[config.mk]
export PLATFORM = sky130hd
export DESIGN_NAME = bpc_front
export DESIGN_NICKNAME = d
export VERILOG_FILES = /design/src/rtl/bpc_pkg.sv /design/src/rtl/bpc_front.sv
export SDC_FILE = /design/constraint.sdc
export NUM_CORES = 1
export LEC_CHECK = 0
export CORE_UTILIZATION = 55
export DETAILED_ROUTE_END_ITERATION = 12
export DONT_BUFFER_PORTS = 1
export HOLD_SLACK_MARGIN = 0.08
export PLACE_DENSITY = 0.82
export SYNTH_ARGS = -nofsm -noshare
export SYNTH_HDL_FRONTEND = slang
export SYNTH_SLANG_ARGS = --single-unit
[constraint.sdc]
create_clock -name clock -period 3.8 [get_ports clock]
set_input_delay 0.76 -clock clock [delete_from_list [all_inputs] [get_ports clock]]
set_output_delay 0.76 -clock clock [all_outputs]
set_load 0.005 [all_outputs]
[src/rtl/bpc_pkg.sv]
// ----------------------------------------------------------------------------
// bpc_pkg: shared types and constants
// Calibration set, front-to-back request record and register indexes.
// ----------------------------------------------------------------------------
`timescale 1ns / 1ps

package bpc_pkg;

   localparam int unsigned CALIB_W = 48;
   localparam int unsigned RAW_W   = 20;

   typedef enum logic [1:0] {
      REG_TEMP_CALIB    = 2'd0,
      REG_PRESS_CALIB_A = 2'd1,
      REG_PRESS_CALIB_B = 2'd2,
      REG_PRESS_CALIB_C = 2'd3
   } reg_index_type;

   // twelve calibration words, sign or zero extended to 32 bits
   typedef struct packed {
      logic [31:0] t1, t2, t3;
      logic [31:0] p1, p2, p3, p4, p5, p6, p7, p8, p9;
   } calib_type;

   // one request handed from the front to the back
   typedef struct packed {
      logic [RAW_W-1:0] raw_temperature;
      logic [RAW_W-1:0] raw_pressure;
   } sample_type;

   localparam logic [31:0] PRESS_OFFSET = 32'd64000;
   localparam logic [31:0] PRESS_FULL   = 32'd1048576;
   localparam logic [31:0] PRESS_SCALE  = 32'd3125;
   localparam logic [31:0] SIGN_BIT     = 32'h80000000;
   localparam logic [31:0] VAR1_BIAS    = 32'd32768;
   localparam logic [31:0] ROUND_HALF   = 32'd128;

   function automatic logic [31:0] asr(input logic [31:0] v, input int unsigned n);
      asr = 32'($signed(v) >>> n);
   endfunction

   function automatic logic [31:0] word_s(input logic [15:0] w);
      word_s = {{16{w[15]}}, w};
   endfunction

endpackage

[src/rtl/bpc_front.sv]
// ----------------------------------------------------------------------------
// bpc_front: request intake
// Register requests into a two-entry queue that feeds the back part.
// ----------------------------------------------------------------------------
`timescale 1ns / 1ps

module bpc_front (
   input  logic                clock,
   input  logic                reset,
   input  logic                in_valid,
   output logic                in_ready,
   input  bpc_pkg::sample_type in_data,
   output logic                q_valid,
   input  logic                q_ready,
   output bpc_pkg::sample_type q_data
);
   import bpc_pkg::*;

   sample_type  buf_ff [2];
   logic        wp_ff, rp_ff, wp_in, rp_in;
   logic [1:0]  cnt_ff, cnt_in;
   logic        push, pop;

   assign in_ready = (cnt_ff != 2'd2);
   assign q_valid  = (cnt_ff != 2'd0);
   assign q_data   = buf_ff[rp_ff];
   assign push     = in_valid && in_ready;
   assign pop      = q_valid && q_ready;

   always_comb begin
      wp_in  = push ? ~wp_ff : wp_ff;
      rp_in  = pop ? ~rp_ff : rp_ff;
      cnt_in = cnt_ff + {1'b0, push} - {1'b0, pop};
   end

   // advance queue pointers
   always_ff @(posedge clock) begin
      if (reset) begin
         wp_ff  <= 1'b0;
         rp_ff  <= 1'b0;
         cnt_ff <= 2'd0;
      end else begin
         wp_ff  <= wp_in;
         rp_ff  <= rp_in;
         cnt_ff <= cnt_in;
      end
      if (push) begin
         buf_ff[wp_ff] <= in_data;
      end
   end
endmodule

==> reports/metrics.csv <==
stage;metric;value;unit
setup_path;critPathBufInv;1;
floorplanning;row_count;27;
setup_path;cp-end-kind;output port;
synth;synth.ff_latch_count;85;
floorplanning;pin_count;86;
setup_path;reg2reg_from;cnt_ff[0];
setup_path;path_cells;buf_4, mux2_4;
placement;pre_cts_slack;1.53;ns
power_and_ir_drop;swShare;0.244;
power_and_ir_drop;p_leak;0.00125;uW
power_and_ir_drop;switching_power;560;uW
setup_path;critPathSlowestCell;dfxtp_2;
setup_path;rrSetupSlack;1.90;ns
placement;io_buffers;0;
clock_tree;numCtsBuffers;9;
clock_tree;cts_hold_buf;0;
timing;final.setup_skew;0.00598;ns
clock_tree;cts_tree;yes;
min_path;hold_class;in -> reg;
cells_and_area;mostFrequentLayoutCell;edfxtp_1;
cells_and_area;syn2layout_area_growth;7.39;%
clock_tree;clk_pin_slew;0.07;ns
timing;final_max_slew_viol_count;0;
floorplanning;die_area;6290;um2
cells_and_area;fin_cells;233;
timing;finalHoldViolCount;0;
cells_and_area;post-route-util;0.625;
setup_path;cp_top_family;flip-flops;
floorplanning;dieHeight;79.3;um
setup_path;critPathLaunchType;flop;
routing;vias;1278;
global_route;antenna_found_initial;0;
synth;yosysSeqAreaShare;0.762;
timing;fmaxAchievable;0.383;GHz
power_and_ir_drop;p_seq_frac;0.544;
timing;fin_setup_tns;0;ns
synth;syn_nets;194;
synth;netlist_top_cells_area;edfxtp_1 (73%), mux2_4 (19%), dfxtp_1 (3.0%), buf_6 (1.4%), ha_1 (0.76%);
cells_and_area;fin_nets;202;
routing;avgRoutedWirePerCell;19.5;um
timing;setup_viol;0;
run;cap_violations;0;
timing;tightest_slew;1.12;ns
routing;totalWireLength;4.54;mm
placement;dp.cells;217;
power_and_ir_drop;combPwrFrac;0.208;
routing;route.detailed.drc;0;
timing;slew_headroom;0.253;
placement;place.gp.congestion;0.604;
setup_path;criticalPathCategory;reg -> out;
power_and_ir_drop;intPower;1740;uW
synth;synthCells;148;
cells_and_area;final_cell_mix;edfxtp_1 (80), mux2_4 (41), clkbuf_8 (9);
min_path;min-delay-start;reset;
cells_and_area;drive_above_1_share;0.379;
synth;ys_types;15;
cells_and_area;antenna_cells;0;
clock_tree;clockBufferDepth;2;
placement;place_hpwl;3.09;mm
setup_path;cp.arrival;1.85;ns
timing;fin_crit_sh;0.687;
power_and_ir_drop;power.total;2300;uW
clock_tree;cts.repair.resized;0;
power_and_ir_drop;powerDensity;651;nW/um2
synth;synth_top_area_share;0.731;
routing;vias_per_cell;5.48;
synth;yosysWarnings;0;
power_and_ir_drop;power_frac_clock;0.249;
synth;yosys.area.top_type;edfxtp_1;
setup_path;reg2regPathDepth;3;
timing;min_period;2.61;ns
routing;final_antenna_net_count;0;
run_status;run_status;finished clean;
floorplanning;initial_core_util;0.582;
clock_tree;clk_latency;0.33;ns
power_and_ir_drop;irDropWorstVdd;370;uV
synth;syn_area;3290;um2
clock_tree;cts_sinks;85;
floorplanning;die_w;79.3;um
global_route;grt_pass1_wl;6.81;mm
clock_tree;htreeDepth;3;
timing;rsz0062_at_grt;false;
global_route;track_usage;0.154;
setup_path;cp_slowest_stage_delay;0.66;ns
setup_path;timing.rr.end;buf_ff[0][20];
floorplanning;core;5640;um2
routing;drtIter0Drc;50;
min_path;whs_path_depth;1;
global_route;first_global_vias;1383;
timing;worst_slack;1.19;ns
global_route;grt_overflow;0;
clock_tree;post_cts_buffers;0;
synth;synth_area_per_cell;22.2;um2
setup_path;worstPathMaxFanout;25;
global_route;grt_max_degree;41;
setup_path;worstPathRequired;3.04;ns
routing;firstDrtPassIters;4;
clock_tree;cts-root-buf;clkbuf_8;
-- per-stage QoR --
step	hold slack, ns	cell area [um2]
2_1_floorplan	0.480	3290
3_3_place_gp	0.497	3350
3_5_place_dp	0.514	3350
4_1_cts	0.464	3530
5_1_grt	0.471	3530
6_report	0.484	3530
-- sequential cells by signal (all words and copies together), names as in the netlist, named ones only --
name / cells
buf_ff: 80
cnt_ff: 2
rp_ff: 1
wp_ff: 1
-- how the worst max path moves through the flow --
stage	end	slack, ns	depth (start not counted)
after floorplan	buf_ff[0][0]	0.85	2
after global placement	q_data[6]	1.56	2
after detailed placement	q_data[4]	1.53	2
after CTS	q_data[4]	1.15	2
after global routing	q_data[7]	1.08	2
final	q_data[6]	1.19	2
-- Yosys cell counts --
library cell and n:
nor2b_1 2, nand2_2 1, dfxtp_1 5, buf_6 4
or2_1 1, xor2_1 1, ha_1 2, xnor2_1 2
o21a_2 1, mux2_4 41, nor2_1 5, inv_1 1
nand2b_2 1, and3_1 1, edfxtp_1 80
-- final cells by class --
type	count	area (um2)
flip-flops and latches	85	2500
fillers	398	2110
well taps	72	90.1
multi-input cells	58	743
inverters	1	3.75
clock buffers	9	124
clock inverters	7	56.3
repair buffers	1	7.51
-- cell families after synthesis --
kind of cell             share of synthesized area
multiplexers                                 0.187
AND/OR/NAND/NOR                             0.0179
buffers and inverters                       0.0148
XOR/XNOR                                   0.00800
flip-flops                                   0.762
adder cells (fa/ha/maj)                    0.00761
AO/OA/AOI/OAI                              0.00267
-- power groups by stage --
| stage | clock (uW) | sequential, uW | combinational (uW) |
|---|---|---|---|
| floorplan | 0 | 1240 | 454 |
| global placement | 0 | 1260 | 467 |
| detailed placement | 0 | 1270 | 488 |
| CTS | 587 | 1250 | 489 |
| global route | 621 | 1260 | 512 |
| finish | 571 | 1250 | 476 |
-- per-layer routing --
metal,wire [um],vias to the layer above,track usage
li1,-,584,-
met2,2400,56,0.263
met1,1590,625,0.152
met4,119,0,0.0927
met5,0,-,0
met3,442,13,0.0701
No activity file was read; power rests on OpenSTA's default activity.
